### config.mk
export PLATFORM = sky130hd
export DESIGN_NAME = presample_mean_sigma_core_flat
export DESIGN_NICKNAME = d
export VERILOG_FILES = /design/src/rtl/pms_pkg.sv /design/src/rtl/pms_if.sv /design/src/rtl/pms_front.sv /design/src/rtl/pms_queue.sv /design/src/rtl/pms_back.sv /design/src/rtl/presample_mean_sigma_core.sv /design/src/flat_wrapper.sv
export SDC_FILE = /design/constraint.sdc
export NUM_CORES = 2
export LEC_CHECK = 0
export BUFFER_PORTS_ARGS = -buffer_cell sky130_fd_sc_hd__buf_2
export CAP_MARGIN = 30
export CORE_MARGIN = 1.5
export CORE_UTILIZATION = 45
export DETAILED_ROUTE_END_ITERATION = 12
export SKIP_LAST_GASP = 1
export SLEW_MARGIN = 10
export SYNTH_ARGS = -nofsm -noshare
export SYNTH_HDL_FRONTEND = slang
export SYNTH_SLANG_ARGS = --single-unit
export TNS_END_PERCENT = 50
### constraint.sdc
create_clock -name i_clk -period 22.9 [get_ports i_clk]
set_input_delay 2.29 -clock i_clk [delete_from_list [all_inputs] [get_ports i_clk]]
set_output_delay 2.29 -clock i_clk [all_outputs]
set_load 0.03 [all_outputs]
### src/rtl/pms_pkg.sv
`timescale 1ns / 1ps
// Package for the presample mean and sigma core: widths, limits, the
// snapshot struct that the front hands to the back, and the back's states.
// Depends on nothing.
package pms_pkg;

    localparam int MAX_PRESAMPLES = 1024;
    localparam int SAMPLE_W = 24;
    localparam int CNT_W = 11;
    localparam int SUM_W = 35;
    localparam int SQ_W = 57;
    localparam int MAG_W = 34;
    localparam int PROD_W = 68;
    localparam int DVD_W = 84;
    localparam int DVS_W = 20;
    localparam int ROOT_W = 64;
    localparam int OUT_W = 32;
    localparam int FRAC_BITS = 8;
    localparam int SIG_SHIFT = 16;
    localparam int Q_DEPTH = 2;
    localparam int STEP_W = 7;
    localparam int MUL_STEPS = MAG_W;
    localparam int DIV_STEPS = DVD_W;
    localparam int SQRT_STEPS = ROOT_W / 2;
    localparam logic [CNT_W-1:0] TARGET_RESET = CNT_W'(16);

    typedef struct packed {
        logic                    accepted;
        logic [CNT_W-1:0]        count;
        logic                    full;
        logic signed [SUM_W-1:0] sum;
        logic [SQ_W-1:0]         sq;
    } t_snap;

    typedef enum logic [2:0] {
        S_IDLE,
        S_MUL_A,
        S_MUL_B,
        S_DIV_SIG,
        S_SQRT,
        S_DIV_MEAN,
        S_DONE
    } t_state;

endpackage

### src/rtl/pms_if.sv
`timescale 1ns / 1ps
// Channel interfaces for the presample mean and sigma core: input items,
// result items and the configuration write channel. Depends on pms_pkg.
interface pms_in_if;
    import pms_pkg::*;
    logic                       valid;
    logic                       ready;
    logic                       start_new;
    logic signed [SAMPLE_W-1:0] sample_value;
    modport source(output valid, start_new, sample_value, input ready);
    modport sink(input valid, start_new, sample_value, output ready);
endinterface

interface pms_out_if;
    import pms_pkg::*;
    logic                     valid;
    logic                     ready;
    logic                     accepted;
    logic [CNT_W-1:0]         sample_count;
    logic                     is_full;
    logic signed [OUT_W-1:0]  mean_value;
    logic [OUT_W-1:0]         sigma_value;
    modport source(output valid, accepted, sample_count, is_full, mean_value,
                   sigma_value, input ready);
    modport sink(input valid, accepted, sample_count, is_full, mean_value,
                 sigma_value, output ready);
endinterface

interface pms_cfg_if;
    import pms_pkg::*;
    logic             valid;
    logic             ready;
    logic [CNT_W-1:0] data;
    modport source(output valid, data, input ready);
    modport sink(input valid, data, output ready);
endinterface

### src/rtl/pms_front.sv
`timescale 1ns / 1ps
// Front part: holds the target register, takes input items and updates the
// count, sum and sum of squares. Depends on pms_pkg and pms_if.
module pms_front (
    input  logic          i_clk,
    input  logic          i_rst_n,
    pms_in_if.sink        i_in,
    pms_cfg_if.sink       i_cfg,
    input  logic          i_q_ready,
    output logic          o_push,
    output pms_pkg::t_snap o_snap
);
    import pms_pkg::*;

    logic [CNT_W-1:0]        r_target;
    logic [CNT_W-1:0]        r_cnt;
    logic signed [SUM_W-1:0] r_sum;
    logic [SQ_W-1:0]         r_sq;

    logic [CNT_W-1:0]        w_target;
    logic [CNT_W-1:0]        w_cnt0;
    logic signed [SUM_W-1:0] w_sum0;
    logic [SQ_W-1:0]         w_sq0;
    logic                    w_take;
    logic signed [2*SAMPLE_W-1:0] w_sqr;
    logic [CNT_W-1:0]        n_cnt;
    logic signed [SUM_W-1:0] n_sum;
    logic [SQ_W-1:0]         n_sq;

    assign i_cfg.ready = 1'b1;
    assign i_in.ready  = i_q_ready;
    assign o_push      = i_in.valid & i_q_ready;

    assign w_target = (r_target > CNT_W'(MAX_PRESAMPLES)) ? CNT_W'(MAX_PRESAMPLES) : r_target;
    assign w_cnt0   = i_in.start_new ? '0 : r_cnt;
    assign w_sum0   = i_in.start_new ? '0 : r_sum;
    assign w_sq0    = i_in.start_new ? '0 : r_sq;
    assign w_take   = w_cnt0 < w_target;
    assign w_sqr    = i_in.sample_value * i_in.sample_value;

    always_comb begin
        n_cnt = w_cnt0;
        n_sum = w_sum0;
        n_sq  = w_sq0;
        if (w_take) begin
            n_cnt = w_cnt0 + CNT_W'(1);
            n_sum = w_sum0 + SUM_W'(i_in.sample_value);
            n_sq  = w_sq0 + SQ_W'($unsigned(w_sqr));
        end
    end

    always_comb begin
        o_snap.accepted = w_take;
        o_snap.count    = n_cnt;
        o_snap.full     = n_cnt >= w_target;
        o_snap.sum      = n_sum;
        o_snap.sq       = n_sq;
    end

    always_ff @(posedge i_clk) begin
        if (!i_rst_n) begin
            r_target <= TARGET_RESET;
            r_cnt    <= '0;
            r_sum    <= '0;
            r_sq     <= '0;
        end else begin
            if (i_cfg.valid) begin
                r_target <= i_cfg.data;
            end
            if (o_push) begin
                r_cnt <= n_cnt;
                r_sum <= n_sum;
                r_sq  <= n_sq;
            end
        end
    end

endmodule

### src/rtl/pms_queue.sv
`timescale 1ns / 1ps
// Short queue of accumulator snapshots between the front and the back.
// Depends on pms_pkg.
module pms_queue (
    input  logic           i_clk,
    input  logic           i_rst_n,
    input  logic           i_push,
    input  pms_pkg::t_snap i_snap,
    output logic           o_ready,
    input  logic           i_pop,
    output logic           o_valid,
    output pms_pkg::t_snap o_snap
);
    import pms_pkg::*;

    localparam int PTR_W = $clog2(Q_DEPTH);

    t_snap              r_mem [Q_DEPTH];
    logic [PTR_W-1:0]   r_wr;
    logic [PTR_W-1:0]   r_rd;
    logic [PTR_W:0]     r_fill;

    assign o_ready = r_fill != (PTR_W+1)'(Q_DEPTH);
    assign o_valid = r_fill != '0;
    assign o_snap  = r_mem[r_rd];

    always_ff @(posedge i_clk) begin
        if (i_push) begin
            r_mem[r_wr] <= i_snap;
        end
    end

    always_ff @(posedge i_clk) begin
        if (!i_rst_n) begin
            r_wr   <= '0;
            r_rd   <= '0;
            r_fill <= '0;
        end else begin
            if (i_push) begin
                r_wr <= (r_wr == PTR_W'(Q_DEPTH - 1)) ? '0 : r_wr + PTR_W'(1);
            end
            if (i_pop) begin
                r_rd <= (r_rd == PTR_W'(Q_DEPTH - 1)) ? '0 : r_rd + PTR_W'(1);
            end
            r_fill <= r_fill + (PTR_W+1)'(i_push) - (PTR_W+1)'(i_pop);
        end
    end

endmodule

### src/rtl/pms_back.sv
`timescale 1ns / 1ps
// Back part: serial multiplier, restoring divider and integer square root
// that turn one snapshot into mean and sigma. Depends on pms_pkg and pms_if.
module pms_back (
    input  logic           i_clk,
    input  logic           i_rst_n,
    input  logic           i_q_valid,
    input  pms_pkg::t_snap i_snap,
    output logic           o_pop,
    pms_out_if.source      o_out
);
    import pms_pkg::*;

    t_state               r_state, n_state;
    t_snap                r_snap, n_snap;
    logic [STEP_W-1:0]    r_step, n_step;
    logic [PROD_W-1:0]    r_mcand, n_mcand, r_prod, n_prod, r_a, n_a;
    logic [MAG_W-1:0]     r_mplier, n_mplier;
    logic [DVD_W-1:0]     r_dvd, n_dvd;
    logic [DVS_W-1:0]     r_rem, n_rem, r_dvs, n_dvs;
    logic [ROOT_W-1:0]    r_x, n_x, r_res, n_res, r_bit, n_bit;
    logic                 r_sat, n_sat;
    logic [OUT_W-1:0]     r_sigma, n_sigma, r_mean, n_mean;

    logic                 r_ov;
    logic                 r_o_acc;
    logic [CNT_W-1:0]     r_o_cnt;
    logic                 r_o_full;
    logic [OUT_W-1:0]     r_o_mean, r_o_sigma;

    logic                 w_neg;
    logic [MAG_W-1:0]     w_mag;
    logic [PROD_W-1:0]    w_prod;
    logic [DVS_W:0]       w_t;
    logic                 w_ge;
    logic [DVD_W-1:0]     w_q;
    logic [ROOT_W-1:0]    w_rb, w_res;
    logic                 w_last;
    logic                 w_load;

    assign w_neg  = r_snap.sum < 0;
    assign w_mag  = w_neg ? MAG_W'(-r_snap.sum) : MAG_W'(r_snap.sum);
    assign w_prod = r_mplier[0] ? r_prod + r_mcand : r_prod;
    assign w_t    = {r_rem, r_dvd[DVD_W-1]};
    assign w_ge   = w_t >= {1'b0, r_dvs};
    assign w_q    = {r_dvd[DVD_W-2:0], w_ge};
    assign w_rb   = r_res + r_bit;
    assign w_res  = (r_x >= w_rb) ? (r_res >> 1) + r_bit : r_res >> 1;
    assign w_load = (r_state == S_DONE) && (!r_ov || o_out.ready);
    assign o_pop  = (r_state == S_IDLE) && i_q_valid;

    always_comb begin
        unique case (r_state)
            S_MUL_A, S_MUL_B: w_last = r_step == STEP_W'(MUL_STEPS - 1);
            S_DIV_SIG, S_DIV_MEAN: w_last = r_step == STEP_W'(DIV_STEPS - 1);
            S_SQRT: w_last = r_step == STEP_W'(SQRT_STEPS - 1);
            default: w_last = 1'b0;
        endcase
    end

    // Next state.
    always_comb begin
        n_state = r_state;
        unique case (r_state)
            S_IDLE: if (i_q_valid) n_state = S_MUL_A;
            S_MUL_A: if (w_last) n_state = S_MUL_B;
            S_MUL_B: if (w_last) n_state = S_DIV_SIG;
            S_DIV_SIG: if (w_last) n_state = S_SQRT;
            S_SQRT: if (w_last) n_state = S_DIV_MEAN;
            S_DIV_MEAN: if (w_last) n_state = S_DONE;
            S_DONE: if (w_load) n_state = S_IDLE;
            default: n_state = S_IDLE;
        endcase
    end

    // Datapath updates for each state.
    always_comb begin
        n_snap   = r_snap;
        n_step   = r_step + STEP_W'(1);
        n_mcand  = r_mcand << 1;
        n_mplier = r_mplier >> 1;
        n_prod   = w_prod;
        n_a      = r_a;
        n_dvd    = w_q;
        n_rem    = w_ge ? DVS_W'(w_t - {1'b0, r_dvs}) : w_t[DVS_W-1:0];
        n_dvs    = r_dvs;
        n_x      = (r_x >= w_rb) ? r_x - w_rb : r_x;
        n_res    = w_res;
        n_bit    = r_bit >> 2;
        n_sat    = r_sat;
        n_sigma  = r_sigma;
        n_mean   = r_mean;
        unique case (r_state)
            S_IDLE: begin
                n_snap   = i_snap;
                n_step   = '0;
                n_mcand  = PROD_W'(i_snap.sq);
                n_mplier = MAG_W'(i_snap.count);
                n_prod   = '0;
            end
            S_MUL_A: begin
                if (w_last) begin
                    n_a      = w_prod;
                    n_step   = '0;
                    n_mcand  = PROD_W'(w_mag);
                    n_mplier = w_mag;
                    n_prod   = '0;
                end
            end
            S_MUL_B: begin
                if (w_last) begin
                    n_step = '0;
                    n_dvd  = (r_a >= w_prod) ? {r_a - w_prod, SIG_SHIFT'(0)} : '0;
                    n_rem  = '0;
                    n_dvs  = DVS_W'(r_snap.count) * DVS_W'(r_snap.count - CNT_W'(1));
                end
            end
            S_DIV_SIG: begin
                if (w_last) begin
                    n_step = '0;
                    n_sat  = |w_q[DVD_W-1:ROOT_W];
                    n_x    = w_q[ROOT_W-1:0];
                    n_res  = '0;
                    n_bit  = ROOT_W'(1) << (ROOT_W - 2);
                end
            end
            S_SQRT: begin
                if (w_last) begin
                    n_step  = '0;
                    n_sigma = r_sat ? '1 : w_res[OUT_W-1:0];
                    n_dvd   = DVD_W'({w_mag, FRAC_BITS'(0)});
                    n_rem   = '0;
                    n_dvs   = DVS_W'(r_snap.count);
                end
            end
            S_DIV_MEAN: begin
                if (w_last) begin
                    n_mean = w_neg ? -w_q[OUT_W-1:0] : w_q[OUT_W-1:0];
                end
            end
            S_DONE: n_step = r_step;
            default: n_step = r_step;
        endcase
    end

    always_ff @(posedge i_clk) begin
        r_snap   <= n_snap;
        r_step   <= n_step;
        r_mcand  <= n_mcand;
        r_mplier <= n_mplier;
        r_prod   <= n_prod;
        r_a      <= n_a;
        r_dvd    <= n_dvd;
        r_rem    <= n_rem;
        r_dvs    <= n_dvs;
        r_x      <= n_x;
        r_res    <= n_res;
        r_bit    <= n_bit;
        r_sat    <= n_sat;
        r_sigma  <= n_sigma;
        r_mean   <= n_mean;
        if (w_load) begin
            r_o_acc   <= r_snap.accepted;
            r_o_cnt   <= r_snap.count;
            r_o_full  <= r_snap.full;
            r_o_mean  <= (r_snap.count == '0) ? '0 : r_mean;
            r_o_sigma <= (r_snap.count < CNT_W'(2)) ? '0 : r_sigma;
        end
    end

    always_ff @(posedge i_clk) begin
        if (!i_rst_n) begin
            r_state <= S_IDLE;
            r_ov    <= 1'b0;
        end else begin
            r_state <= n_state;
            if (w_load) begin
                r_ov <= 1'b1;
            end else if (o_out.ready) begin
                r_ov <= 1'b0;
            end
        end
    end

    assign o_out.valid        = r_ov;
    assign o_out.accepted     = r_o_acc;
    assign o_out.sample_count = r_o_cnt;
    assign o_out.is_full      = r_o_full;
    assign o_out.mean_value   = $signed(r_o_mean);
    assign o_out.sigma_value  = r_o_sigma;

`ifndef SYNTH
    a_pop_starts: assert property (@(posedge i_clk) disable iff (!i_rst_n)
        o_pop |=> r_state == S_MUL_A)
        else $error("pop did not start the multiply");
    a_empty_mean: assert property (@(posedge i_clk) disable iff (!i_rst_n)
        w_load && r_snap.count == '0 |=> o_out.mean_value == '0)
        else $error("mean not zero for an empty window");
    a_short_sigma: assert property (@(posedge i_clk) disable iff (!i_rst_n)
        w_load && r_snap.count < CNT_W'(2) |=> o_out.sigma_value == '0)
        else $error("sigma not zero below two samples");
`endif

endmodule

### src/rtl/presample_mean_sigma_core.sv
`timescale 1ns / 1ps
// Top level of the presample mean and sigma core: front, snapshot queue and
// back. Depends on pms_pkg, pms_if, pms_front, pms_queue and pms_back.
//
//   Channel   Direction  Payload
//   i_in      sink       start_new, sample_value
//   o_out     source     accepted, sample_count, is_full, mean_value, sigma_value
//   i_cfg     sink       data (target_count), always ready
//
// The front takes one item per cycle while the two-entry queue has room and
// folds it into the count, sum and sum of squares in that same cycle.
// The back works on one snapshot at a time: it takes the snapshot, forms two products on the
// shared serial multiplier, runs the restoring divider for the variance, the square root and
// the divider again for the mean, and then loads the output register.
// The output register holds a finished item while the back starts the next.
// Reset is synchronous and active low; it clears the sums and sets the target
// to 16.
module presample_mean_sigma_core (
    input  logic      i_clk,
    input  logic      i_rst_n,
    pms_in_if.sink    i_in,
    pms_cfg_if.sink   i_cfg,
    pms_out_if.source o_out
);
    import pms_pkg::*;

    logic  w_push, w_q_ready, w_q_valid, w_pop;
    t_snap w_snap_in, w_snap_out;

    // The front classifies each item as accepted or rejected and snapshots
    // the window state after it.
    pms_front u_front (
        .i_clk     (i_clk),
        .i_rst_n   (i_rst_n),
        .i_in      (i_in),
        .i_cfg     (i_cfg),
        .i_q_ready (w_q_ready),
        .o_push    (w_push),
        .o_snap    (w_snap_in)
    );

    pms_queue u_queue (
        .i_clk   (i_clk),
        .i_rst_n (i_rst_n),
        .i_push  (w_push),
        .i_snap  (w_snap_in),
        .o_ready (w_q_ready),
        .i_pop   (w_pop),
        .o_valid (w_q_valid),
        .o_snap  (w_snap_out)
    );

    // The back computes the mean and the sample sigma of each snapshot.
    pms_back u_back (
        .i_clk     (i_clk),
        .i_rst_n   (i_rst_n),
        .i_q_valid (w_q_valid),
        .i_snap    (w_snap_out),
        .o_pop     (w_pop),
        .o_out     (o_out)
    );

endmodule

### src/flat_wrapper.sv
// flat-port wrapper written by rule: the top's interface ports become plain ports
module presample_mean_sigma_core_flat import pms_pkg::*;
  (i_clk, i_rst_n, i_in_valid, i_in_start_new, i_in_sample_value, i_in_ready, i_cfg_valid, i_cfg_data, i_cfg_ready, o_out_valid, o_out_accepted, o_out_sample_count, o_out_is_full, o_out_mean_value, o_out_sigma_value, o_out_ready);
  pms_in_if i_in_i ();
  pms_cfg_if i_cfg_i ();
  pms_out_if o_out_i ();
  input  logic i_clk;
  input  logic i_rst_n;
  input wire logic [$bits(i_in_i.valid)-1:0] i_in_valid;
  input wire logic [$bits(i_in_i.start_new)-1:0] i_in_start_new;
  input wire logic [$bits(i_in_i.sample_value)-1:0] i_in_sample_value;
  output wire logic [$bits(i_in_i.ready)-1:0] i_in_ready;
  input wire logic [$bits(i_cfg_i.valid)-1:0] i_cfg_valid;
  input wire logic [$bits(i_cfg_i.data)-1:0] i_cfg_data;
  output wire logic [$bits(i_cfg_i.ready)-1:0] i_cfg_ready;
  output wire logic [$bits(o_out_i.valid)-1:0] o_out_valid;
  output wire logic [$bits(o_out_i.accepted)-1:0] o_out_accepted;
  output wire logic [$bits(o_out_i.sample_count)-1:0] o_out_sample_count;
  output wire logic [$bits(o_out_i.is_full)-1:0] o_out_is_full;
  output wire logic [$bits(o_out_i.mean_value)-1:0] o_out_mean_value;
  output wire logic [$bits(o_out_i.sigma_value)-1:0] o_out_sigma_value;
  input wire logic [$bits(o_out_i.ready)-1:0] o_out_ready;
  assign i_in_i.valid = i_in_valid;
  assign i_in_i.start_new = i_in_start_new;
  assign i_in_i.sample_value = i_in_sample_value;
  assign i_in_ready = i_in_i.ready;
  assign i_cfg_i.valid = i_cfg_valid;
  assign i_cfg_i.data = i_cfg_data;
  assign i_cfg_ready = i_cfg_i.ready;
  assign o_out_valid = o_out_i.valid;
  assign o_out_accepted = o_out_i.accepted;
  assign o_out_sample_count = o_out_i.sample_count;
  assign o_out_is_full = o_out_i.is_full;
  assign o_out_mean_value = o_out_i.mean_value;
  assign o_out_sigma_value = o_out_i.sigma_value;
  assign o_out_i.ready = o_out_ready;
  presample_mean_sigma_core u_core (.i_clk(i_clk), .i_rst_n(i_rst_n), .i_in(i_in_i), .i_cfg(i_cfg_i), .o_out(o_out_i));
endmodule
==> flow_summary.yaml <==
outcome:
  outcome: "finished clean"
cts:
  cts_sinks: 1052
  cts_buffer_depth: 3
  clkTransAtPathRegs_ns: 0.06
  htreeDepth: 3
  cts_buffers: 114
  clk_latency_ns: 0.76
  cts_root_buffer: "clkbuf_16"
  cts_tree: "done"
  postCtsHoldBufs: 0
  cts_resized: 0
  cts_setup_buffers: 0
worst_setup_path:
  critPathCapture: "u_core.u_queue.r_mem[0][47]"
  crit_buf_inv: 8
  cp-start-kind: "primary input"
  worst-path-stages: 36
  critPathCaptureType: "register"
  cpPeakStageDelay_ns: 0.59
  critPathSlowestCell: "nor4_1"
  path_common_cell: "fa_1"
  crit_type: "in -> reg"
  r2r_end: "u_core.u_back.r_sigma[21]"
  r2r_slack_ns: 14.97
  required_ns: 23.39
  worst_path_dominant_cell_family: "adder cells"
  reg2regPathDepth: 26
  crit_arrival_ns: 12.80
  crit_start: "i_in_sample_value[23]"
  crit_fanout: 39
  rr_startpoint: "u_core.u_back.r_res[0]"
floorplan:
  fp.dieH_um: 436.5
  core_mm2: 0.1860
  dieArea_mm2: 0.1905
  die_width_um: 436.5
  pin_count: 121
  start_util: 0.4545
  rows: 158
drt:
  ant_nets: 0
  wire_per_inst_um: 19.00
  m1WireLength_um: 99810
  dr.pass1.iters: 5
  routed_wl_um: 223100
  wl_met3_um: 9230
  vias: 64350
  top_layer: "met4"
  dr_wl_met2_um: 106900
  vias_per_cell: 5.481
  route.detailed.drc: 0
  initialDrtViolationCount: 4266
yosys:
  synth_cell_types: 95
  yosysWarnings: 0
  ys_seq_elements: 1052
  synth.top_cell.area_share: 0.1758
  syn_nets: 10540
  yosysMostFrequentCell: "inv_1"
  synth-edff-count: 495
  yosys.area.top_type: "edfxtp_1"
  avgSynthCellArea_um2: 9.149
  ys.flop_type: "dfxtp_1"
  synth-seq-area-share: 0.3077
  syn_area_mm2: 0.08456
  synthTopCellsByCount: "1,060 x inv_1, 902 x nand2_1, 697 x nor2_1"
  synthTopCellsByArea: "edfxtp_1 18%, fa_1 16%, dfxtp_1 13%, ha_1 8.9%, inv_1 4.7%"
  syn_inst: 9242
  synthArstFlopShare: 0
sta:
  final.min_clock_period_ns: 12.31
  max_freq_ghz: 0.08124
  finClkSkew_ns: 0.04231
  report.final.slew_viol_count: 0
  setup_ws_ns: 10.59
  rsz0062_at_grt: "no"
  finalHoldViolations: 0
  setup_viol: 0
  tightest_slew_ns: 0.9586
  final.setup.tns_ns: 0
  fin_crit_sh: 0.5375
  slew_headroom: 0.3585
global_route:
  grt_max_degree: 89
  antenna_found_initial: 2
  overflow: 0
  grt_pass1_wl_um: 356700
  grtUsageTotal: 0.2320
  grt_pass1_vias: 65260
finish:
  drive_above_1_share: 0.06037
  fin_nets: 10460
  utilization: 0.4915
  syn_to_final_growth_pct: 8.131
placement:
  port_buffers: 119
  hpwlAfterDp_um: 172800
  routabilityCongestion: 0.9330
  dpl_worst_slack_ns: 9.900
hold_path:
  hp-class: "reg -> reg"
run:
  drv_cap: 0
[logic make-up (layout without fill, tap and decap cells)]
logic type / count (synthesis) / after routing / synth area share
simple gates: 2763 / 2763 / 0.1549
compound gates: 1992 / 1992 / 0.1492
buf+inv: 1448 / 1466 / 0.06477
fa+ha+maj: 1257 / 1257 / 0.2442
flops: 1052 / 1052 / 0.3077
xor+xnor: 541 / 541 / 0.05604
mux: 188 / 188 / 0.02323
other cells: 1 / 2 / 0.00004435
[through the flow]
step / hold slack, ns / instances / cell area [um2]
6_report: 0.4222 / 11740 / 91430
5_1_grt: 0.4288 / 11740 / 91430
4_1_cts: 0.4199 / 11740 / 91330
3_5_place_dp: 0.4061 / 11520 / 87360
3_3_place_gp: 0.4069 / 11520 / 87320
2_1_floorplan: 0.3991 / 9242 / 84560
[layout by cell type (no fill, tap or decap), drive strengths merged, types with 45 or more instances in the layout]
master  instances
nor3          110
o21a           50
a21o          246
xnor2         313
o21ai         478
or3            53
fa            655
inv          1072
nand3         149
xor2          228
ha            602
a21oi         585
nand2         902
edfxtp        495
mux2i         122
and3           45
buf           183
and2          251
clkbuf        135
o31ai          55
o21bai         75
nor2          697
nand4         100
nor2b         179
clkinv         52
a31oi         116
dfxtp         557
nand2b        140
mux2           66
[state kept, by name, indices dropped and copies added (netlist names), 2 cells and up, named ones only]
| register | cells |
|---|---|
| u_core.u_queue.r_mem | 210 |
| u_core.u_back.r_dvd | 84 |
| u_core.u_back.r_a | 68 |
| u_core.u_back.r_mcand | 68 |
| u_core.u_back.r_prod | 68 |
| u_core.u_back.r_res | 64 |
| u_core.u_back.r_x | 64 |
| u_core.u_front.r_sq | 57 |
| u_core.u_back.r_snap | 48 |
| u_core.u_front.r_sum | 35 |
| u_core.u_back.r_mplier | 34 |
| u_core.u_back.o_out.mean_value | 32 |
| u_core.u_back.o_out.sigma_value | 32 |
| u_core.u_back.r_bit | 32 |
| u_core.u_back.r_mean | 32 |
| u_core.u_back.r_sigma | 32 |
| u_core.u_back.r_dvs | 20 |
| u_core.u_back.r_rem | 20 |
| u_core.u_back.o_out.sample_count | 11 |
| u_core.u_front.r_cnt | 11 |
| u_core.u_front.r_target | 11 |
| u_core.u_back.r_step | 7 |
| u_core.u_back.r_state | 3 |
| u_core.u_queue.r_fill | 2 |
[routing by layer]
| metal | GRT usage | vias up |
|---|---|---|
| met3 | 0.02192 | 350 |
| met1 | 0.3031 | 31170 |
| met4 | 0.07857 | 0 |
| li1 | - | 31300 |
| met2 | 0.4012 | 1532 |
| met5 | 0 | - |
[layout make-up]
class	instances	area [um2]
Tap cell	2480	3103
Clock buffer	135	3032
Timing Repair Buffer	183	1171
Multi-Input combinational cell	6742	53160
Inverter	1066	4006
Fill cell	17460	94590
Antenna cell	1	2.502
Clock inverter	82	938.4
Sequential cell	1052	26020
[worst min path at each step]
| stage | startpoint | endpoint | slack [ns] | depth (start not counted) |
|---|---|---|---|---|
| after floorplan | u_core.u_back.r_mplier[29] | u_core.u_back.r_mplier[28] | 0.40 | 2 |
| after global placement | u_core.u_back.r_mplier[33] | u_core.u_back.r_mplier[32] | 0.41 | 1 |
| after detailed placement | u_core.u_back.r_snap[92] | u_core.u_back.o_out.is_full | 0.41 | 0 |
| after CTS | u_core.u_back.r_snap[92] | u_core.u_back.o_out.is_full | 0.42 | 0 |
| after global routing | u_core.u_back.r_snap[92] | u_core.u_back.o_out.is_full | 0.43 | 0 |
| final | u_core.u_back.r_snap[92] | u_core.u_back.o_out.is_full | 0.42 | 0 |
[worst register-to-register path, stage by stage, from the launching register on]
cell	delay [ns]
dfxtp_1	0.31
ha_1	0.21
ha_1	0.21
a21oi_1	0.23
o21ai_0	0.15
a31oi_1	0.37
o31a_1	0.24
a21o_1	0.21
o21ai_0	0.16
a21boi_0	0.56
o21ai_0	0.29
a21oi_1	0.20
nor2b_1	0.07
xnor2_1	0.18
ha_1	0.30
inv_1	0.16
o21bai_1	0.10
a21oi_1	0.31
o221ai_1	0.21
a311oi_1	0.61
o311ai_0	0.25
a211oi_1	0.56
nand2b_2	0.77
buf_4	0.55
nor2_1	0.15
xnor2_1	0.21
nand2b_1	0.10
Power is left out: the tool's default activity adds up to more than one toggle a clock period on the data nets, which glitch-free logic cannot reach.
